--- config.mk ---
export PLATFORM = sky130hd
export DESIGN_NAME = tmh_ram
export DESIGN_NICKNAME = d
export VERILOG_FILES = /design/src/hw/rtl/tmh_ram.sv
export SDC_FILE = /design/constraint.sdc
export NUM_CORES = 1
export LEC_CHECK = 0
export BUFFER_PORTS_ARGS = -buffer_cell sky130_fd_sc_hd__buf_2
export CORE_MARGIN = 5
export CORE_UTILIZATION = 35
export DETAILED_ROUTE_END_ITERATION = 16
export PLACE_DENSITY = 0.56
export SYNTH_ARGS = -nofsm -noshare
export SYNTH_HDL_FRONTEND = slang
export SYNTH_SLANG_ARGS = --single-unit
export TNS_END_PERCENT = 100
--- constraint.sdc ---
create_clock -name aclk -period 2.2 [get_ports aclk]
set_input_delay 0.44 -clock aclk [delete_from_list [all_inputs] [get_ports aclk]]
set_output_delay 0.44 -clock aclk [all_outputs]
set_load 0.02 [all_outputs]
--- src/hw/rtl/tmh_ram.sv ---
// Generic single-write, single-read RAM with registered read data.
// No dependencies.
`default_nettype none
module tmh_ram #(
    parameter int WIDTH = 8,
    parameter int DEPTH = 64
) (
    input  wire logic                     aclk,
    input  wire logic                     we,
    input  wire logic [$clog2(DEPTH)-1:0] waddr,
    input  wire logic [WIDTH-1:0]         wdata,
    input  wire logic [$clog2(DEPTH)-1:0] raddr,
    output logic      [WIDTH-1:0]         rdata
);
    logic [WIDTH-1:0] mem [DEPTH];

    always_ff @(posedge aclk) begin
        if (we) begin
            mem[waddr] <= wdata;
        end
        rdata <= mem[raddr];
    end
endmodule
`default_nettype wire

## Word level (Yosys, flattened, before mapping)

Memories as Yosys holds them, arrays and structs flattened. A register that Yosys moved wholly into a read port is not among the register bits.
Cells that the tools add are included.

| word-level totals | value |
|---|---|
| flip-flop bits (word level) | 0 |
| memory bits (writable) | 512 |
| input port bits | 22 |
| output and inout port bits | 8 |
| word-level logic and storage cells | 3 |
| memories kept | 1 |

| cells by class | value |
|---|---|
| mux-type cells | 2 |

Memories:

| name | words | width | read ports | clocked after Yosys merged registers in | write ports | line | RTL |
|---|---|---|---|---|---|---|---|
| mem | 64 | 8 | 1 | 1 | 1 | 15 | `logic [WIDTH-1:0] mem [DEPTH];` |

Operators with widths:

| kind | number |
|---|---|
| 1-bit 2-to-1 mux | 2 |

## Logic depth before layout (Yosys ltp)

Gate-level depths: netlist of the first run.

| logic depth | value |
|---|---|
| depth in word-level cells | 2 |
| mapped depth | 9 |
| gate-level depth less buffers | 5 |

## Worst setup path after synthesis of the first run

No wires, ideal clock.

| timing | value |
|---|---|
| path kind | input to register |
| start | input port raddr[1] |
| end | register rdata[3], read port of mem |
| setup time | 0.128 ns |
| data arrival time | 1.980 ns |
| data required time | 2.072 ns |
| slack | 0.092 ns |
| stages | 7 |
| buffers on the path | 3 |
| cell sequence | buf_4 -> buf_2 -> buf_2 -> mux4_2 -> mux4_2 -> o21ai_1 -> o41ai_1 |

RTL lines:

| what | line | RTL |
|---|---|---|
| from (decl) | 12 | `input wire logic [$clog2(DEPTH)-1:0] raddr,` |
| to (decl) | 13 | `output logic [WIDTH-1:0] rdata` |

==> results of run 1 <==
==> registers in the layout, summed over array words and instances (netlist names) <==
name   cells
mem      512
rdata      8
==> cell type report <==
type	instances	area share, %
flip-flops and latches	520	64.3
multi-input cells	369	17.9
repair buffers	198	6.84
clock buffers	65	5.92
well taps	765	3.96
clock inverters	28	1.11
diodes	1	0.0104
==> worst paths after layout <==
| kind | slack (ns) | end | start | cells past startpoint |
|---|---|---|---|---|
| hold reg to reg | 0.84 | rdata[0] | mem[22][0] | 4 |
| setup / recovery | 0.09 | rdata[4] | mem[25][4] | 6 |
| hold / removal | 0.30 | mem[47][1] | wdata[1] | 1 |
| setup reg to reg | 0.09 | rdata[4] | mem[25][4] | 6 |
==> cells in the mapped netlist, types with 4 or more instances <==
cell,count
edfxtp_1,512
mux4_2,126
nor2_1,83
mux2i_1,23
nand2_1,19
clkbuf_1,17
nor2b_1,14
buf_4,13
mux2_2,13
nand3_1,13
buf_2,11
dfxtp_1,8
o221ai_1,8
o22ai_1,8
nand2b_1,7
nor3_1,7
a221oi_1,6
a211oi_1,4
buf_1,4
buf_6,4
==> routing by layer <==
layer  wire [um]  GRT usage, %  up-vias
met5           0             0        -
met4        1470          5.35        0
met3        2500          2.34       86
met2       23200          24.5      280
met1       20500          21.2     5307
li1            -             -     4322
==> where the power goes <==
group / internal (uW) / switching [uW]
logic: 505 / 673
registers: 11000 / 36.5
clock network: 5170 / 3630
==> stage by stage <==
step | cells | util [%]
floorplan | 940 | -
global placement | 1852 | 39.2
detailed placement | 1852 | 39.2
CTS | 1945 | 42.1
global route | 1945 | 42.1
finish | 1946 | 42.1
==> cells by family (layout without fill, tap and decap cells) <==
logic type / count (synthesis) / after routing
compound gates: 54 / 54
flops: 520 / 520
simple gates: 153 / 153
buf+inv: 51 / 291
mux: 162 / 162
other cells: 0 / 1
==> flow_summary.toml, run 1 <==
[outcome]
outcome = "finished clean"

[cells_and_area]
fill_cells = 4970
area_growth_pct = 19.8
layout_commonest_cell = "edfxtp_1"
area.sequential_mm2 = 0.0155
fin_nets = 1162
final_cell_mix = "edfxtp_1, buf_4, mux4_2"
fin_area_mm2 = 0.0242
multiInputGateArea_mm2 = 0.00432
drive_gt1_share_pct = 35.3

[sta]
hold_violations = 0
period_minus_slack_ns = 2.11
relSlewSlack_pct = 19.2
worst_slack_ns = 0.0896
post-route-period-util_pct = 95.9
setup_viol = 0
hold_ws_ns = 0.301
tightestPinTransition_ns = 1.21
finalMaxSlewViolations = 0
skew_ns = 0.0145
fin_setup_tns_ns = 0
clock.fmax_mhz = 474
grt_setup_unrepaired = "false"

[drt]
drtIter0Drc = 990
remaining_drc_errors = 0
vias_per_cell = 5.14
postRouteAntennaNets = 0
routed-via-count = 9995
wire_per_inst_um = 24.5
routed_wl_um = 47700
drtPass1Iterations = 4

[synthesis]
synth_top_cell_by_area = "edfxtp_1"
dominantRegCellSynth = "edfxtp_1"
synthSimpleGateAreaFrac_pct = 3.39
synthTopCellsByArea = "edfxtp_1, mux4_2, nor2_1, mux2i_1, dfxtp_1"
yosysSeqAreaShare_pct = 77.0
yosys_warnings = 0
synth_top_area_share_pct = 76.2
synth_top_family_by_area = "multiplexers"
synth.area.mux_share_pct = 15.9
syn_nets = 962
synthCells = 940
synth_edf_count = 512
yosys_register_bits = 520
synthAdderAreaFrac_pct = 0
synth.avg_cell_area_um2 = 21.5
synthArstFlopShare_pct = 0
yosysUniqueCellTypes = 40
synth_compound_area_share_pct = 2.07
synth_area_mm2 = 0.0202
synth_xor_area_share_pct = 0

[clock_network]
cts_root_buf = "clkbuf_16"
h-tree-depth = 2
cts_buffers = 51
cts_tree = "yes"
cts_sinks = 520
cts_resized = 0
cts.reportedPaths.clkPinSlew_ns = 0.06
clkLatencyLatePin_ns = 0.59
ctsHoldBuffers = 0
cts_buffer_depth = 3
post_cts_buffers = 0

[power_and_ir_drop]
leakagePower_uw = 0.00784
total_power_uw = 21000
power.density_mw_per_mm2 = 868
ir_drop_uv = 455

[floorplan]
die_h_um = 250
core_area_mm2 = 0.0574
ioPinCount = 30
start_util_pct = 35.2
placementRows = 88
fp.dieW_um = 250
die_area_mm2 = 0.0625

[global_routing]
antenna_found_initial = 1
grt_max_degree = 65
grt_pass1_vias = 10300
grtUsageTotal_pct = 15.2
grt_overflow = 0
grt_pass1_wl_um = 70500

[setup_path]
path_max_fanout = 1
crit_family = "multiplexers"
crit_type = "flip-flop to flip-flop"
cp-end-kind = "flip-flop"
worstPathArrival_ns = 2.57
path_cells = "mux4_2, mux2_2, o221a_2, nor3_1, buf_4, o32ai_1"
crit_required_ns = 2.66
start_kind = "flip-flop"
slowest_stage = "mux4_2"
cpPeakStageDelay_ns = 0.46
path_buf_inv = 1

[job]
cap_violations = 0

[placement]
place.gp.congestion = 0.819
post_dp_cell_area_mm2 = 0.0225
pre_cts_ws_ns = -0.495
dpl.hpwl_um = 31300
port-buffer-count = 29

[worst_hold_path]
hold_class = "input port to flip-flop"
Note: power is estimated with default switching activity, not from simulation.
==> inputs of run 2 (changes only) <==
- PLACE_DENSITY: 0.56 -> unset
- PLACE_DENSITY_LB_ADDON: unset -> 0.3
- clock period: 2.2 -> 2 ns (I/O delays scaled with it)
==> run 2 against run 1 <==
Compared with the run above: combinational power is 9% higher; clock skew is 0.0063 ns higher; utilization is 0.055 points lower; maximum frequency increased by 9.2%; flip-flop and latch count stayed put; critical path depth unchanged; final area fell by 0.13%; first-iteration DRC count down 4.2%; sequential share of layout area increased by 0.083 points; largest power group unchanged.
==> flow_summary.toml, run 2 (same netlist as run 1, synthesis figures left out) <==
[clock_network]
cts_buffer_depth = 3
cts_sinks = 520
cts_tree = "yes"
cts.reportedPaths.clkPinSlew_ns = 0.06
clkLatencyLatePin_ns = 0.59
h-tree-depth = 2
cts_root_buf = "clkbuf_16"
ctsHoldBuffers = 0
post_cts_buffers = 0
cts_buffers = 53

[setup_path]
start_kind = "flip-flop"
crit_required_ns = 2.47
timing.rr.end = "rdata[4]"
cp-end-kind = "flip-flop"
worst-r2r-cell-count = 6
r2r_slack_ns = 0.07
worstPathArrival_ns = 2.40
path_max_fanout = 1
reg2reg_from = "mem[29][4]"
crit_type = "flip-flop to flip-flop"

[cells_and_area]
area_growth_pct = 19.7
final_cell_mix = "edfxtp_1, buf_4, mux4_2"
layout_commonest_cell = "edfxtp_1"
drive_gt1_share_pct = 35.3
reg_top3 = "mem x512, rdata x8"
largest_reg_flops = 512
top_register = "mem"
final_util_pct = 42.1
fill_cells = 4915
fin_nets = 1156

[power_and_ir_drop]
comb_power_share_pct = 5.5
seq_power_share_pct = 51.5
switching_share_pct = 20.6
total_power_uw = 23500
ir_drop_uv = 605
power.share.clock_pct = 43.0
power.internal_uw = 18600
leakagePower_uw = 0.00781
power.density_mw_per_mm2 = 973
p_sw_uw = 4850

[sta]
clock.fmax_mhz = 517
skew_ns = 0.0208
setup_viol = 0
finalMaxSlewViolations = 0
hold_violations = 0
tightestPinTransition_ns = 1.15
grt_setup_unrepaired = "false"
post-route-period-util_pct = 96.7
period_minus_slack_ns = 1.93
relSlewSlack_pct = 23.4

[floorplan]
core_area_mm2 = 0.0574
die_area_mm2 = 0.0625
fp.dieW_um = 250
die_h_um = 250
start_util_pct = 35.2
ioPinCount = 30
placementRows = 88

[placement]
port-buffer-count = 29
dpl.hpwl_um = 30000
place.gp.congestion = 0.776

[drt]
wire_per_inst_um = 24.2
routed_wl_um = 47000
drtPass1Iterations = 4
postRouteAntennaNets = 0
remaining_drc_errors = 0
drtIter0Drc = 948
vias_per_cell = 5.09
routed-via-count = 9887

[job]
cap_violations = 0

[worst_hold_path]
hp-start = "raddr[5]"
hold_class = "input port to flip-flop"
hold_end = "rdata[6]"
min_path_cells = 3

[global_routing]
grt_pass1_wl_um = 70000
grt_max_degree = 65
grt_overflow = 0
grtUsageTotal_pct = 15.0
antenna_found_initial = 3
grt_pass1_vias = 10200

[outcome]
outcome = "finished clean"
## run 2: worst max-delay path by stage
stage / start / cells after the start / slack (ns) / end
after floorplan: raddr[0] / 6 / 0.009 / rdata[3]
after global placement: raddr[0] / 9 / -0.63 / rdata[0]
after detailed placement: raddr[0] / 9 / -0.63 / rdata[0]
after CTS: mem[28][6] / 6 / 0.02 / rdata[6]
after global routing: mem[29][4] / 6 / 0.009 / rdata[4]
final: mem[29][4] / 6 / 0.07 / rdata[4]
## run 2: final cells by class
type                       instances  area [um2]  area share (%)
multi-input combinational        369        4340            18.0
clock buffer                      63        1410            5.83
antenna                            2        5.00          0.0207
tap                              765         957            3.97
sequential                       520       15500            64.4
clock inverter                    35         378            1.57
timing repair buffer             190        1510            6.24
## run 2: what timing repair did
item / 4_1_cts / 5_1_grt
setup endpoints to repair: 3 / 4
cloned: 0 / 0
pin swaps: 1 / 2
gates resized for setup: 3 / 3
## run 2: critical path, stage by stage (launching register included)
cell and delay (ns):
edfxtp_1 0.37, mux4_2 0.46, mux2_2 0.29, o221a_2 0.29
nor3_2 0.17, buf_4 0.15, o32ai_1 0.08
## run 2: power groups by stage
stage               registers [uW]  logic, uW  clock network [uW]
finish                       12100       1290               10100
global route                 12100       1380               10800
CTS                          12100       1310               10300
detailed placement           12300       1300                   0
global placement             12300       1280                   0
floorplan                    12300        645                   0
## run 2: per-layer routing
metal | track usage [%] | share of wire, %
met1 | 20.9 | 44
met2 | 24.4 | 49
met3 | 3.00 | 5.5
met4 | 4.30 | 2.2
met5 | 0 | 0.015
## run 2: stage by stage
| stage | TNS (ns) | hold WS [ns] | instance area [um2] | worst slack [ns] | cells |
|---|---|---|---|---|---|
| CTS | 0 | 0.220 | 24100 | 0.0173 | 1942 |
| detailed placement | -3.84 | 0.807 | 22300 | -0.632 | 1844 |
| global route | 0 | 0.287 | 24100 | 0.00866 | 1942 |
| finish | 0 | 0.270 | 24100 | 0.0666 | 1944 |
| floorplan | 0 | 0.499 | 20200 | 0.00871 | 940 |
| global placement | -3.69 | 0.809 | 22300 | -0.629 | 1844 |
==> inputs of run 3 (changes only) <==
- ABC_AREA: unset -> 1
==> run 3 against run 2 <==
Compared with the run above: clock skew grew 0.0043 ns; count of clock-buffer cells in the layout is 7 higher; highest routed layer unchanged; worst setup slack better by 0.22 ns; sequential power about the same; die area grew 5.6%; final area up 2.6%; area after synthesis grew 5.8%; synthesized cell count is 92% higher; via count up 40%; critical endpoint is now rdata[3]; maximum frequency grew 13%; combinational power up 22%; hold slack worse by 0.076 ns.
==> flow_summary.toml, run 3 <==
[outcome]
outcome = "finished clean"

[drt]
routed_wl_um = 54700
postRouteAntennaNets = 0
vias_per_cell = 5.08
drtPass1Iterations = 6
drtIter0Drc = 1418
routed-via-count = 13900
wire_per_inst_um = 20.1
remaining_drc_errors = 0

[clock_network]
cts_root_buf = "clkbuf_16"
clkLatencyLatePin_ns = 0.60
cts_resized = 0
cts_sinks = 520
cts_buffer_depth = 3
cts.reportedPaths.clkPinSlew_ns = 0.06
ctsHoldBuffers = 0
h-tree-depth = 2
cts_buffers = 52
cts_tree = "yes"
post_cts_buffers = 0

[setup_path]
start_kind = "flip-flop"
crit_type = "flip-flop to output port"
r2r_slack_ns = 0.63
crit_family = "flip-flops"
worst-r2r-cell-count = 8
reg2reg_from = "mem[2][5]"
slowest_stage = "dfxtp_1"
path_buf_inv = 1
path_max_fanout = 1
timing.rr.end = "rdata[5]"
path_cells = "buf_2"
worstPathArrival_ns = 1.31
crit_required_ns = 1.60
cpPeakStageDelay_ns = 0.50
cp-end-kind = "output port"

[synthesis]
synth_top_cell_by_area = "edfxtp_1"
yosysSeqAreaShare_pct = 72.8
synth_top_area_share_pct = 72.0
synthArstFlopShare_pct = 0
syn_nets = 1827
synth_area_mm2 = 0.0213
yosys_register_bits = 520
yosysMostFrequentCell = "nand2_1"
dominantRegCellSynth = "edfxtp_1"
synth_commonest_cells = "nand2_1, edfxtp_1, nand3_1"
synth_edf_count = 512
synth.avg_cell_area_um2 = 11.8
yosysUniqueCellTypes = 16
synthTopCellsByArea = "edfxtp_1, nand2_1, nand3_1, buf_6, nor2_1"
synthCells = 1805
yosys_warnings = 0

[sta]
hold_violations = 0
skew_ns = 0.0251
clock.fmax_mhz = 585
setup_viol = 0
period_minus_slack_ns = 1.71
fin_setup_tns_ns = 0
relSlewSlack_pct = 62.7
finalMaxSlewViolations = 0
grt_setup_unrepaired = "false"
tightestPinTransition_ns = 0.560
post-route-period-util_pct = 85.5

[cells_and_area]
area_growth_pct = 16.0
n_antenna_cell = 0
final_cell_mix = "nand2_1, edfxtp_1, nand3_1"
fill_cells = 5705
drive_gt1_share_pct = 12.2
top_register = "mem"
fin_nets = 1926
layout_commonest_cell = "nand2_1"
layout.cells.non_filler = 2730
largest_reg_flops = 512
reg_top3 = "mem x512, rdata x8"

[floorplan]
ioPinCount = 30
core_area_mm2 = 0.0604
die_area_mm2 = 0.0660
start_util_pct = 35.4
die_h_um = 257
placementRows = 90
fp.dieW_um = 257

[global_routing]
grt_pass1_vias = 13400
grtUsageTotal_pct = 16.3
antenna_found_initial = 3
grt_overflow = 0
grt_pass1_wl_um = 83300
grt_max_degree = 70

[power_and_ir_drop]
ir_drop_uv = 606
power.density_mw_per_mm2 = 948
total_power_uw = 23500
leakagePower_uw = 0.00901

[placement]
port-buffer-count = 29
dpl.hpwl_um = 33100
place.gp.congestion = 0.889
dp.cells = 2632

[worst_hold_path]
hold_class = "input port to flip-flop"
min_path_cells = 3
hold_end = "rdata[2]"
hp-start = "raddr[5]"

[job]
cap_violations = 0
[run 3: kinds of logic (layout without fill, tap and decap cells)]
logic type,Yosys count,in the layout,share of synthesized area [%]
AND/OR/NAND/NOR,1160,1160,23.2
buffers and inverters,125,268,4.02
flip-flops,520,520,72.8
[run 3: final cells by class]
class | count | area, um2 | share of cell area (%)
clock buffers | 70 | 1450 | 5.86
clock inverters | 28 | 269 | 1.09
inverters | 12 | 52.6 | 0.212
multi-input cells | 1160 | 4950 | 20.0
flip-flops and latches | 520 | 15500 | 62.8
well taps | 782 | 978 | 3.95
repair buffers | 158 | 1530 | 6.16
[run 3: report_power, final]
part | internal, uW | switching [uW] | total (uW)
combinational | 460 | 1110 | 1570
sequential | 12100 | 48.1 | 12100
clock | 5730 | 4060 | 9790
[run 3: per-layer routing]
layer  track usage [%]  share of wire [%]
met4              4.06                2.0
met3              2.77                7.9
met5                 0              0.038
met1              24.8                 46
met2              24.5                 44
[run 3: worst max-delay path by stage]
stage               startpoint    endpoint  slack (ns)  cells past startpoint
finish                rdata[3]    rdata[3]        0.29                      1
global route          rdata[3]    rdata[3]        0.29                      1
CTS                   rdata[3]    rdata[3]        0.30                      1
detailed placement    waddr[0]  mem[16][1]       -0.03                      6
global placement      waddr[0]  mem[24][2]       -0.03                      6
floorplan                   we  mem[48][0]       -0.17                      3
[run 3: through the flow]
stage	utilization [%]	setup slack, ns	area (um2)	hold WS [ns]
6_report	41.0	0.289	24800	0.193
5_1_grt	41.0	0.294	24800	0.192
4_1_cts	41.0	0.303	24800	0.146
3_5_place_dp	38.2	-0.0292	23000	0.792
3_3_place_gp	38.2	-0.0311	23000	0.789
2_1_floorplan	-	-0.166	21300	0.499
[run 3: worst reg2reg max path, stage by stage, from the launching register on]
cell	delay (ns)
edfxtp_1	0.37
nand2_1	0.07
nand3_1	0.07
nand3_1	0.14
nand2_1	0.13
nand2_1	0.09
nand3_1	0.18
nand3_1	0.16
nand2_1	0.06
