--- src/hw/rtl/tmh_pkg.sv ---
// Shared types, codes and helpers for the timer min-heap scheduler.
// No dependencies; imported by every module of the block but tmh_ram.
`default_nettype none
package tmh_pkg;

    localparam int TIMERS    = 64;
    localparam int ID_W      = 6;
    localparam int TIME_W    = 32;
    localparam int CMD_W     = 2;
    localparam int STATUS_W  = 2;
    localparam int COUNT_W   = 7;
    localparam int DEF_SLOTS = 64;

    localparam logic [CMD_W-1:0] CMD_ADD    = 2'd0;
    localparam logic [CMD_W-1:0] CMD_REMOVE = 2'd1;
    localparam logic [CMD_W-1:0] CMD_TICK   = 2'd2;
    localparam logic [CMD_W-1:0] CMD_RSVD   = 2'd3;

    localparam logic [STATUS_W-1:0] ST_OK         = 2'd0;
    localparam logic [STATUS_W-1:0] ST_FULL       = 2'd1;
    localparam logic [STATUS_W-1:0] ST_NOT_ACTIVE = 2'd2;
    localparam logic [STATUS_W-1:0] ST_ACTIVE     = 2'd3;

    typedef struct packed {
        logic [TIME_W-1:0] expiry;
        logic [ID_W-1:0]   owner;
        logic [TIME_W-1:0] interval;
        logic              repeats;
    } heap_entry_t;

    localparam int ENTRY_W = $bits(heap_entry_t);

    typedef struct packed {
        logic                valid;
        logic [STATUS_W-1:0] status;
        logic                fired;
        logic [ID_W-1:0]     fired_id;
        logic [COUNT_W-1:0]  active_count;
    } result_t;

    function automatic logic [TIME_W-1:0] sat_add(input logic [TIME_W-1:0] a,
                                                  input logic [TIME_W-1:0] b);
        logic [TIME_W:0] s;
        s = {1'b0, a} + {1'b0, b};
        return s[TIME_W] ? {TIME_W{1'b1}} : s[TIME_W-1:0];
    endfunction

endpackage
`default_nettype wire

--- src/hw/rtl/tmh_seq.sv ---
// Command sequencer: decodes a command and walks the heap through the
// heap and position RAMs. Depends on tmh_pkg.
`default_nettype none
module tmh_seq #(
    parameter int SLOTS = tmh_pkg::DEF_SLOTS
) (
    input  wire logic                        aclk,
    input  wire logic                        aresetn,
    input  wire logic                        in_valid,
    output logic                             in_ready,
    input  wire logic [tmh_pkg::CMD_W-1:0]   in_command,
    input  wire logic [tmh_pkg::ID_W-1:0]    in_timer_id,
    input  wire logic [tmh_pkg::TIME_W-1:0]  in_interval_ms,
    input  wire logic                        in_periodic,
    input  wire logic [tmh_pkg::TIME_W-1:0]  in_now_ms,
    output tmh_pkg::result_t                 res,
    input  wire logic                        out_free,
    output logic                             heap_we,
    output logic [$clog2(SLOTS)-1:0]         heap_waddr,
    output tmh_pkg::heap_entry_t             heap_wdata,
    output logic [$clog2(SLOTS)-1:0]         heap_raddr,
    input  wire tmh_pkg::heap_entry_t        heap_rdata,
    output logic                             pos_we,
    output logic [tmh_pkg::ID_W-1:0]         pos_waddr,
    output logic [$clog2(SLOTS)-1:0]         pos_wdata,
    output logic [tmh_pkg::ID_W-1:0]         pos_raddr,
    input  wire logic [$clog2(SLOTS)-1:0]    pos_rdata
);
    import tmh_pkg::*;

    localparam int PW = $clog2(SLOTS);
    localparam int NW = PW + 2;

    localparam logic [3:0] S_IDLE   = 4'd0;
    localparam logic [3:0] S_INS    = 4'd1;
    localparam logic [3:0] S_RPOS   = 4'd2;
    localparam logic [3:0] S_RLAST  = 4'd3;
    localparam logic [3:0] S_TROOT  = 4'd4;
    localparam logic [3:0] S_UP_RD  = 4'd5;
    localparam logic [3:0] S_UP_CMP = 4'd6;
    localparam logic [3:0] S_DN_RD  = 4'd7;
    localparam logic [3:0] S_DN_L   = 4'd8;
    localparam logic [3:0] S_DN_R   = 4'd9;
    localparam logic [3:0] S_DN_CMP = 4'd10;
    localparam logic [3:0] S_FIN    = 4'd11;
    localparam logic [3:0] S_DONE   = 4'd12;

    logic [3:0]          state_reg, state_next;
    logic [NW-1:0]       size_reg, size_next;
    logic [TIMERS-1:0]   armed_reg, armed_next;
    logic [TIME_W-1:0]   now_reg, now_next;
    heap_entry_t         e_reg, e_next;
    heap_entry_t         ins_reg, ins_next;
    heap_entry_t         left_reg, left_next;
    heap_entry_t         pick_reg, pick_next;
    logic                reins_reg, reins_next;
    logic                maydown_reg, maydown_next;
    logic [PW-1:0]       pos_reg, pos_next;
    logic [PW-1:0]       pickpos_reg, pickpos_next;
    logic [STATUS_W-1:0] status_reg, status_next;
    logic                fired_reg, fired_next;
    logic [ID_W-1:0]     fid_reg, fid_next;

    logic [PW-1:0] parent;
    logic [NW-1:0] kid;
    logic [NW-1:0] last;

    assign parent   = (pos_reg - PW'(1)) >> 1;
    assign kid      = (NW'(pos_reg) << 1) + NW'(1);
    assign last     = size_reg - NW'(1);
    assign in_ready = (state_reg == S_IDLE);

    always_comb begin
        res.valid        = (state_reg == S_DONE);
        res.status       = status_reg;
        res.fired        = fired_reg;
        res.fired_id     = fid_reg;
        res.active_count = COUNT_W'(size_reg);
    end

    always_comb begin
        state_next   = state_reg;
        size_next    = size_reg;
        armed_next   = armed_reg;
        now_next     = now_reg;
        e_next       = e_reg;
        ins_next     = ins_reg;
        left_next    = left_reg;
        pick_next    = pick_reg;
        reins_next   = reins_reg;
        maydown_next = maydown_reg;
        pos_next     = pos_reg;
        pickpos_next = pickpos_reg;
        status_next  = status_reg;
        fired_next   = fired_reg;
        fid_next     = fid_reg;
        heap_we      = 1'b0;
        heap_waddr   = pos_reg;
        heap_wdata   = e_reg;
        heap_raddr   = '0;
        pos_we       = 1'b0;
        pos_waddr    = e_reg.owner;
        pos_wdata    = pos_reg;
        pos_raddr    = in_timer_id;

        unique case (state_reg)
            S_IDLE: begin
                if (in_valid) begin
                    now_next    = in_now_ms;
                    status_next = ST_OK;
                    fired_next  = 1'b0;
                    fid_next    = '0;
                    reins_next  = 1'b0;
                    state_next  = S_DONE;
                    case (in_command)
                        CMD_ADD: begin
                            if (armed_reg[in_timer_id]) begin
                                status_next = ST_ACTIVE;
                            end else if (size_reg >= NW'(SLOTS)) begin
                                status_next = ST_FULL;
                            end else begin
                                ins_next.expiry   = sat_add(in_now_ms, in_interval_ms);
                                ins_next.owner    = in_timer_id;
                                ins_next.interval = in_interval_ms;
                                ins_next.repeats  = in_periodic;
                                state_next        = S_INS;
                            end
                        end
                        CMD_REMOVE: begin
                            if (!armed_reg[in_timer_id]) begin
                                status_next = ST_NOT_ACTIVE;
                            end else begin
                                armed_next[in_timer_id] = 1'b0;
                                state_next              = S_RPOS;
                            end
                        end
                        CMD_TICK: begin
                            if (size_reg != '0) begin
                                state_next = S_TROOT;
                            end
                        end
                        default: begin
                            state_next = S_DONE;
                        end
                    endcase
                end
            end
            S_INS: begin
                e_next                  = ins_reg;
                armed_next[ins_reg.owner] = 1'b1;
                pos_next                = PW'(size_reg);
                size_next               = size_reg + NW'(1);
                reins_next              = 1'b0;
                maydown_next            = 1'b0;
                state_next              = S_UP_RD;
            end
            S_RPOS: begin
                size_next = last;
                if (NW'(pos_rdata) == last) begin
                    state_next = S_DONE;
                end else begin
                    heap_raddr = PW'(last);
                    pos_next   = pos_rdata;
                    state_next = S_RLAST;
                end
            end
            S_RLAST: begin
                e_next = heap_rdata;
                if (pos_reg == '0) begin
                    state_next = S_DN_RD;
                end else begin
                    maydown_next = 1'b1;
                    state_next   = S_UP_RD;
                end
            end
            S_TROOT: begin
                if (heap_rdata.expiry <= now_reg) begin
                    fired_next                   = 1'b1;
                    fid_next                     = heap_rdata.owner;
                    armed_next[heap_rdata.owner] = 1'b0;
                    ins_next                     = heap_rdata;
                    ins_next.expiry = sat_add(now_reg, heap_rdata.interval);
                    reins_next                   = heap_rdata.repeats;
                    size_next                    = last;
                    if (last == '0) begin
                        state_next = heap_rdata.repeats ? S_INS : S_DONE;
                    end else begin
                        heap_raddr = PW'(last);
                        pos_next   = '0;
                        state_next = S_RLAST;
                    end
                end else begin
                    state_next = S_DONE;
                end
            end
            S_UP_RD: begin
                if (pos_reg == '0) begin
                    state_next = maydown_reg ? S_DN_RD : S_FIN;
                end else begin
                    heap_raddr = parent;
                    state_next = S_UP_CMP;
                end
            end
            S_UP_CMP: begin
                if (e_reg.expiry < heap_rdata.expiry) begin
                    heap_we      = 1'b1;
                    heap_wdata   = heap_rdata;
                    pos_we       = 1'b1;
                    pos_waddr    = heap_rdata.owner;
                    pos_next     = parent;
                    maydown_next = 1'b0;
                    state_next   = S_UP_RD;
                end else begin
                    state_next = maydown_reg ? S_DN_RD : S_FIN;
                end
            end
            S_DN_RD: begin
                if (kid >= size_reg) begin
                    state_next = S_FIN;
                end else begin
                    heap_raddr = PW'(kid);
                    state_next = S_DN_L;
                end
            end
            S_DN_L: begin
                left_next    = heap_rdata;
                pick_next    = heap_rdata;
                pickpos_next = PW'(kid);
                if (kid + NW'(1) < size_reg) begin
                    heap_raddr = PW'(kid + NW'(1));
                    state_next = S_DN_R;
                end else begin
                    state_next = S_DN_CMP;
                end
            end
            S_DN_R: begin
                if (!(left_reg.expiry < heap_rdata.expiry)) begin
                    pick_next    = heap_rdata;
                    pickpos_next = PW'(kid + NW'(1));
                end
                state_next = S_DN_CMP;
            end
            S_DN_CMP: begin
                if (e_reg.expiry < pick_reg.expiry) begin
                    state_next = S_FIN;
                end else begin
                    heap_we    = 1'b1;
                    heap_wdata = pick_reg;
                    pos_we     = 1'b1;
                    pos_waddr  = pick_reg.owner;
                    pos_next   = pickpos_reg;
                    state_next = S_DN_RD;
                end
            end
            S_FIN: begin
                heap_we    = 1'b1;
                pos_we     = 1'b1;
                state_next = reins_reg ? S_INS : S_DONE;
            end
            S_DONE: begin
                if (out_free) begin
                    state_next = S_IDLE;
                end
            end
            default: begin
                state_next = S_IDLE;
            end
        endcase
    end

    always_ff @(posedge aclk) begin
        if (!aresetn) begin
            state_reg   <= S_IDLE;
            size_reg    <= '0;
            armed_reg   <= '0;
            reins_reg   <= 1'b0;
            maydown_reg <= 1'b0;
        end else begin
            state_reg   <= state_next;
            size_reg    <= size_next;
            armed_reg   <= armed_next;
            reins_reg   <= reins_next;
            maydown_reg <= maydown_next;
        end
        now_reg     <= now_next;
        e_reg       <= e_next;
        ins_reg     <= ins_next;
        left_reg    <= left_next;
        pick_reg    <= pick_next;
        pos_reg     <= pos_next;
        pickpos_reg <= pickpos_next;
        status_reg  <= status_next;
        fired_reg   <= fired_next;
        fid_reg     <= fid_next;
    end
endmodule
`default_nettype wire

--- config.mk ---
export PLATFORM = sky130hd
export DESIGN_NAME = tmh_seq
export DESIGN_NICKNAME = d
export VERILOG_FILES = /design/src/hw/rtl/tmh_pkg.sv /design/src/hw/rtl/tmh_seq.sv
export SDC_FILE = /design/constraint.sdc
export NUM_CORES = 1
export LEC_CHECK = 0
export ABC_AREA = 1
export BUFFER_PORTS_ARGS = -buffer_cell sky130_fd_sc_hd__buf_2
export CAP_MARGIN = 20
export CORE_MARGIN = 2
export CORE_UTILIZATION = 30
export DETAILED_ROUTE_END_ITERATION = 12
export GPL_TIMING_DRIVEN = 1
export PLACE_DENSITY = 0.55
export SLEW_MARGIN = 15
export SYNTH_ARGS = -nofsm -noshare
export SYNTH_HDL_FRONTEND = slang
export SYNTH_SLANG_ARGS = --single-unit
--- constraint.sdc ---
create_clock -name aclk -period 8.5 [get_ports aclk]
set_input_delay 1.275 -clock aclk [delete_from_list [all_inputs] [get_ports aclk]]
set_output_delay 1.275 -clock aclk [all_outputs]
set_load 0.01 [all_outputs]
# After elaboration in Yosys (flattened, before gate mapping)
# Cells that the tools add are included.
totals:
  rom_bits: 0
  latch_bits: 0
  wordCells: 188
  input_bits: 154
  ram_bits: 0
  regBits: 376
  output_inout_bits: 121
  memories: 0
classes:
  bitwise: 5
  n_reduce_logical: 25
  shifts: 0
  n_addsub: 7
  magnitude_cmp: 13
  n_mux: 85
  div: 0
  n_eq_ne: 29
  n_mul: 0
ops:
  columns: ["op", "count"]
  rows:
  - ["$mux W71", 8]
  - ["$pmux W71 S2", 4]
  - ["$mux W64", 4]
  - ["$pmux W64 S3", 1]
  - ["$and A64 B64 Y64", 2]
  - ["$not A64 Y64", 2]
  - ["$lt A32 B32 Y1", 3]
  - ["$mux W6", 15]
  - ["$add A32 B32 Y33", 2]
  - ["$mux W32", 2]
  - ["$or A64 B64 Y64", 1]
  - ["$mux W4", 15]
  - ["$pmux W6 S5", 2]
  - ["$pmux W4 S13", 1]
  - ["$pmux W6 S2", 3]
  - ["$le A32 B32 Y1", 1]
  - ["$pmux W8 S3", 1]
  - ["$lt A6 B7 Y1 const B", 3]
  - ["$eq A4 B4 Y1 const B", 5]
  - ["$ne A2 B2 Y1 const B", 10]
  - ["$demux W1 S6", 3]
  - ["$ge A6 B1 Y1 const B", 3]
  - ["$add A8 B1 Y8 const B", 2]
  - ["$eq A4 B3 Y1 const B", 4]
  - ["other kinds (34)", 67]

# Depth between registers and ports, before layout
# Gate-level depths: netlist of the first run.
depth:
  ltp_word: 10
  mapped_depth: 21
  mapped_depth_nobuf: 21

# Worst setup path before layout of the first run
# No wires, ideal clock.
synth_timing:
  path_type: "in2reg"
  from: "in heap_rdata[66] (netlist name)"
  to: "reg pick_reg[0] (netlist name) (enable)"
  cell_stages: 9
  setup_slack_ns: 0.152
  t_required_ns: 7.870
  setup_ns: 0.630
  path_buffers: 0
  t_arrival_ns: 7.718
  path_cell_list: "inv_1 ha_1 nand2_1 o21ai_0 a21o_1 a21oi_1 nor2_1 a211oi_1 a21boi_0"
synth_via:
  elab_chain_len: 3
synth_rtl:
  columns: ["item", "line_no", "source"]
  rows:
  - ["from (decl)", "tmh_seq.sv:22", "input wire tmh_pkg::heap_entry_t heap_rdata,"]
  - ["$lt A32 B32 Y1", "tmh_seq.sv:237", "if (!(left_reg.expiry < heap_rdata.expiry)) begin"]
  - ["$ne A2 B2 Y1 (no line)", null, null]
  - ["$reduce_and A2 Y1 (no line)", null, null]
  - ["to (signal assigned)", "tmh_seq.sv:289", "pick_reg <= pick_next;"]
  - ["to (decl)", "tmh_seq.sv:55", "heap_entry_t pick_reg, pick_next;"]
# Every way passes these cells.
# A chain may end at the register's enable or synchronous reset.

==> reports/results.tsv, run 1 <==
metric	value	unit
DR WL/cell	21.2	um
TritonCTS Buffers	46	
CTS sink count	376	
first-pass GRT wire length	147	mm
nets	3839	
GR Overflow Total	0	
Peak VDD IR	0.185	mV
Final HPWL DP	73.5	mm
yosys warns	0	
global-route usage over all layers	21.7	%
Critical Path Start Type	input pin	
MaxCap Viol Count	0	
CTS hold repair buffers	0	
Post-synth ARST share	0	%
Post-CTS Resized	0	
PD cells	298	nW/um2
clk root buf	clkbuf_16	
Post-synth top flop	edfxtp_1	
initial core utilization	30.3	%
RSZ-0062 raised after global routing	false	
Synth Cell Area	25800	um2
#FFs+latches synth	376	
Post-synth EDFFs	298	
syn nets	3634	
std cell rows	107	
post-CTS setup buffer count	0	
Clock Latency Late Sink	0.60	ns
fillcell total	9006	
drt drc	0	
CP endpoint kind	primary output	
initial antenna violation count	16	
DIE AREA	88500	um2
antenna viol nets, final	0	
worst-margin pin slew	1.11	ns
CP max FO	42	
TritonRoute pass-1 iters	6	
Leak	12.5	nW
drt via density	5.21	
Die H	298	um
core footprint	85300	um2
vias in the first global route	23000	
slowest CP cell	buf_4	
final period utilization	72.2	%
max_slew headroom	26.0	%
I/O Buffers	274	
DIE WIDTH	298	um
status	complete, no violations	
placer congestion estimate	0.931	
Seq/Total Area, Yosys	40.7	%
Hold Vio Cnt, Final	0	
TritonCTS clock tree	built	
largest net degree at the start of global routing	109	
Worst Path Arrival	4.87	ns
Top cell by count, worst path	nand2_1	
fin. max-slew vios	0	
largest stage delay on the critical path	0.55	ns
Boundary Pins	275	
ratio of cells with drive above 1 in the final layout	11.1	%
Final setup viols	0	
Critical Path RT	7.22	ns
Hold WC Path Type	flop to flop	
vias after detailed routing	24300	
H-Tree Depth	2	
clock-pin slew on the worst setup and hold paths	0.06	ns
synth unique cells	46	
post-layout min period	6.14	ns
final WL	99.0	mm
crit-path cells	buf_2 -> inv_1 -> ha_1 -> o21ai_0 -> nand2_1 -> nand2_1 -> nand2_1 -> nand2_1 -> nand2_1 -> nand2_1 -> nand2_1 -> nand2_1 -> nand2_1 -> nor2_4 -> inv_2 -> nand2_1 -> inv_2 -> buf_4 -> nand2_1 -> o221ai_1 -> buf_2	
Worst Clk Skew	0.0336	ns
CTS max path bufs	3	
DR iter-0 viols	2139	
Syn-to-layout area delta	14.7	%
Setup Total Neg Slack	0	ns
cells after synthesis	3271	
final setup margin	2.36	ns
Setup Slack @ Placement	2.35	ns
Min Hold Slack	0.466	ns
Crit Path Class	input pin to primary output	
Avg Cell Area, Syn	7.90	um2
max frequency	163	MHz
Yosys cell counts, types with 4 or more instances:
library cell  count  area (um2)
nor2_1          222         833
nand4_1          44         275
dfxtp_1          78        1560
o21ai_1           8        40.0
a221oi_1          6        52.6
a21boi_0          7        52.6
o211ai_1         43         323
o21ai_0         307        1540
nand3b_1          6        45.0
o31ai_1          17         128
clkbuf_1         63         236
a21oi_1         204        1020
buf_4            35         263
buf_1             5        18.8
nand3_1         179         896
o221ai_1         57         499
ha_1            207        2590
xor2_1           32         280
o2111ai_1        11        96.3
buf_2            36         180
edfxtp_1        298        8950
nor2_2            4        25.0
nand2_1         822        3090
a21o_1           16         120
o22ai_1          36         225
o21a_1           29         218
nor3_1           44         220
xnor2_1          27         236
a31oi_1           5        31.3
inv_2             6        22.5
o21bai_1         24         180
inv_1           369        1390
per-layer routing:
metal | part of all wire [%] | global-route usage [%]
met2 | 44 | 33.1
met5 | 0.011 | 0
met3 | 7.8 | 3.04
met1 | 46 | 31.3
met4 | 2.7 | 6.99
worst max-delay path, delay by kind of cell:
| kind | cells | cell delay [ns] |
|---|---|---|
| buf+inv | 6 | 1.87 |
| simple gates | 12 | 1.14 |
| fa+ha+maj | 1 | 0.27 |
| compound gates | 2 | 0.21 |
kinds of logic after synthesis:
kind of cell	synth area share [%]
AND/OR/NAND/NOR	21.1
buffers and inverters	8.26
AO/OA/AOI/OAI	17.8
adder cells (fa/ha/maj)	10.2
flip-flops	40.7
XOR/XNOR	2.00
layout make-up:
type / count / area, um2 / area share, %
Antenna cell: 9 / 22.5 / 0.0760
Inverter: 377 / 1420 / 4.79
Tap cell: 1144 / 1430 / 4.83
Clock inverter: 26 / 183 / 0.616
Timing Repair Buffer: 298 / 1580 / 5.34
Sequential cell: 376 / 10500 / 35.4
Clock buffer: 57 / 1230 / 4.16
Multi-Input combinational cell: 2377 / 13300 / 44.7
metrics by stage:
stage	cells	utilization, %	area [um2]	power, mW
3_3_place_gp	4570	33.0	28200	6.89
3_5_place_dp	4571	33.0	28200	6.91
2_1_floorplan	3271	-	25800	5.51
5_1_grt	4664	34.8	29600	9.40
6_report	4664	34.8	29600	8.84
4_1_cts	4654	34.7	29600	8.85
worst paths after layout:
check	cells after the start	startpoint	endpoint	slack [ns]
worst max-delay path	21	heap_rdata[40]	heap_wdata[54]	2.36
worst min-delay path	2	armed_reg[0]	armed_reg[0]	0.47
worst max register to register	13	now_reg[22]	armed_reg[59]	4.24
worst min register to register	2	armed_reg[0]	armed_reg[0]	0.47
cell usage in the layout (no fill, tap or decap), drive strengths merged, types with 7 or more instances in the layout:
cell type	n
o221ai	57
o22ai	36
nand4	44
xor2	32
clkbuf	57
a21boi	7
inv	380
o21a	29
nand3	179
nor3	44
dfxtp	78
clkinv	21
diode	9
o31ai	17
o21bai	24
a21oi	206
nand2	823
ha	207
o2111ai	11
nor2	227
buf	298
xnor2	27
a21o	16
o21ai	316
o211ai	43
edfxtp	298
power breakdown:
group          internal (mW)  switching, mW  total [mW]  leakage [nW]
logic                   1.08           2.91        3.98          8.42
registers               2.67          0.266        2.94          3.37
clock network           1.06          0.853        1.92         0.693
total                   4.81           4.03        8.84          12.5
No activity file was read; power rests on OpenSTA's default activity.
==> run 2, diff against run 1 <==
--- a/config.mk
+++ b/config.mk
@@ -5,14 +5,14 @@
 export SDC_FILE = /design/constraint.sdc
 export NUM_CORES = 1
 export LEC_CHECK = 0
-export ABC_AREA = 1
+export ABC_AREA = 0
 export BUFFER_PORTS_ARGS = -buffer_cell sky130_fd_sc_hd__buf_2
 export CAP_MARGIN = 20
 export CORE_MARGIN = 2
 export CORE_UTILIZATION = 30
 export DETAILED_ROUTE_END_ITERATION = 12
 export GPL_TIMING_DRIVEN = 1
-export PLACE_DENSITY = 0.55
+export PLACE_DENSITY = 0.53
 export SLEW_MARGIN = 15
 export SYNTH_ARGS = -nofsm -noshare
 export SYNTH_HDL_FRONTEND = slang
==> constraint.sdc (replaced) <==
create_clock -name aclk -period 5.9 [get_ports aclk]
set_input_delay 0.885 -clock aclk [delete_from_list [all_inputs] [get_ports aclk]]
set_output_delay 0.885 -clock aclk [all_outputs]
set_load 0.01 [all_outputs]
==> reports/results.tsv, run 2 <==
metric	value	unit
TritonCTS clock tree	built	
Avg Cell Area, Syn	10.4	um2
Peak VDD IR	0.231	mV
Final HPWL DP	64.9	mm
Post-synth top flop	edfxtp_1	
post-CTS setup buffer count	0	
Commonest cells post-synth	edfxtp_1, ha_1, nand2_1	
I/O Buffers	274	
DIE WIDTH	289	um
vias in the first global route	19700	
hold path startpoint	in_now_ms[0]	
max_slew headroom	31.1	%
Hold Vio Cnt, Final	0	
most frequent cells in the layout	edfxtp_1, buf_2, ha_1, nand2_1, inv_1	
Clock Latency Late Sink	0.60	ns
Worst Path Arrival	4.73	ns
#FFs+latches synth	376	
global-route usage over all layers	20.4	%
first-pass GRT wire length	129	mm
drt via density	5.55	
Post-CTS Resized	0	
Crit Path Class	flop to primary output	
RSZ-0062 raised after global routing	false	
hold endpoint	now_reg[0]	
most common cell in the netlist	edfxtp_1	
vias after detailed routing	20300	
final WL	87.6	mm
drt drc	0	
Leak	11.7	nW
worst-margin pin slew	1.03	ns
Reg2Reg Depth	13	
TritonRoute pass-1 iters	6	
ratio of cells with drive above 1 in the final layout	21.8	%
CP endpoint kind	primary output	
nets	2917	
CTS max path bufs	3	
Boundary Pins	275	
Post-synth ARST share	0	%
CTS sink count	376	
GR Overflow Total	0	
Setup Total Neg Slack	0	ns
max frequency	178	MHz
post-layout min period	5.61	ns
DR WL/cell	24.0	um
cells after synthesis	2338	
multiplexer share of the synthesized area	5.12	%
PD cells	443	nW/um2
hold depth	1	
Min Hold Slack	0.486	ns
Critical Path Start Type	flop	
status	complete, no violations	
placer congestion estimate	0.939	
Seq/Total Area, Yosys	43.1	%
core footprint	80400	um2
Hold WC Path Type	input pin to flop	
MaxCap Viol Count	0	
Worst Clk Skew	0.0329	ns
synth unique cells	86	
Die H	289	um
initial antenna violation count	16	
Critical Path RT	5.02	ns
Area contributors post-synth	edfxtp_1, ha_1, dfxtp_1	
initial core utilization	30.3	%
Simple-Gate Fraction of Synth Area	11.6	%
std cell rows	104	
TritonCTS Buffers	47	
Syn-to-layout area delta	16.1	%
DIE AREA	83500	um2
clk root buf	clkbuf_16	
antenna viol nets, final	0	
clock-pin slew on the worst setup and hold paths	0.06	ns
Final setup viols	0	
CTS hold repair buffers	0	
syn nets	2701	
share of the synthesized area in the top cell type	36.7	%
synthesized-area fraction occupied by xor and xnor cells	3.02	%
reg-to-reg startpoint	now_reg[9]	
largest net degree at the start of global routing	77	
Synth Cell Area	24400	um2
Synth Area in Adders	10.8	%
post-synthesis compound-gate area fraction	21.4	%
Post-synth EDFFs	298	
final period utilization	95.1	%
cell type with the largest total area after synthesis	edfxtp_1	
DR iter-0 viols	1855	
H-Tree Depth	2	
fin. max-slew vios	0	
CP max FO	45	
reg-to-reg setup timing slack	1.82	ns
Reg-to-Reg End	ins_reg[40]	
commonest non-fill, non-tap cell in the layout	edfxtp_1	
yosys warns	0	
largest family of logic cells by synthesized area	compound AO/OA/AOI/OAI gates	
[run 2: changes by cell type after synthesis, sizes merged, moves of 32 or more]
cell | before | now
nand2 | 823 | 187
inv | 375 | 139
o21ai | 316 | 118
nand3 | 179 | 35
a21o | 16 | 134
nor2 | 227 | 132
mux2 | 0 | 76
a22o | 0 | 72
a21oi | 206 | 139
o221ai | 57 | 3
o221a | 0 | 46
o211ai | 43 | 9
a22oi | 0 | 32
[run 2: metrics by stage]
stage	instances	area (um2)	total power [mW]	util (%)	setup WS, ns
3_5_place_dp	3565	26700	9.49	33.2	0.814
3_3_place_gp	3565	26700	9.41	33.2	0.932
6_report	3653	28300	12.5	35.2	0.287
4_1_cts	3648	28300	12.6	35.2	0.338
2_1_floorplan	2338	24400	7.66	-	0.613
5_1_grt	3653	28300	13.3	35.2	0.0869
[run 2: cells by family (layout without fill, tap and decap cells)]
family / after synthesis / after routing
AO/OA/AOI/OAI: 719 / 719
AND/OR/NAND/NOR: 574 / 574
flip-flops: 376 / 376
buffers and inverters: 276 / 526
adder cells (fa/ha/maj): 209 / 209
multiplexers: 100 / 100
XOR/XNOR: 84 / 84
other: 0 / 5
[run 2: area by class of cell]
class                   count  area, um2
fillers                  8194      52100
multi-input cells        1686      12700
flip-flops and latches    376      10500
clock buffers              61       1260
diodes                      5       12.5
repair buffers            303       1630
well taps                1060       1330
clock inverters            22        309
inverters                 140        526
[run 2: worst max path at each step]
stage                     cells after the start              to           start  slack [ns]
final                                        12  heap_wdata[70]       e_reg[41]        0.29
after global routing                         11  heap_wdata[70]       e_reg[48]        0.09
after detailed placement                     14  heap_wdata[56]  heap_rdata[58]        0.81
after floorplan                               7       e_reg[10]    state_reg[2]        0.61
after CTS                                    12  heap_wdata[70]       e_reg[41]        0.34
after global placement                       14  heap_wdata[50]  heap_rdata[58]        0.93
[run 2: critical path: stages, from the launching register on]
cell      delay (ns)
edfxtp_1        0.49
ha_1            0.34
a21o_1          0.11
a31oi_1         0.06
o21ai_0         0.25
a31oi_1         0.14
a211o_1         0.38
a21oi_1         0.38
o211a_4         0.73
buf_4           0.49
a22o_1          0.42
a21o_1          0.14
buf_2           0.13
[run 2: metal layers]
metal	wire length (um)	vias to the layer above	GRT usage, %
met3	7060	163	4.08
met5	130	-	0
met1	41700	9901	30.5
li1	-	9283	-
met4	2630	22	6.37
met2	36100	904	29.2
[run 2: power breakdown]
part | switching (mW) | leakage, nW | internal [mW]
registers | 0.659 | 3.37 | 3.95
logic | 3.05 | 7.54 | 1.87
clock network | 1.20 | 0.766 | 1.81
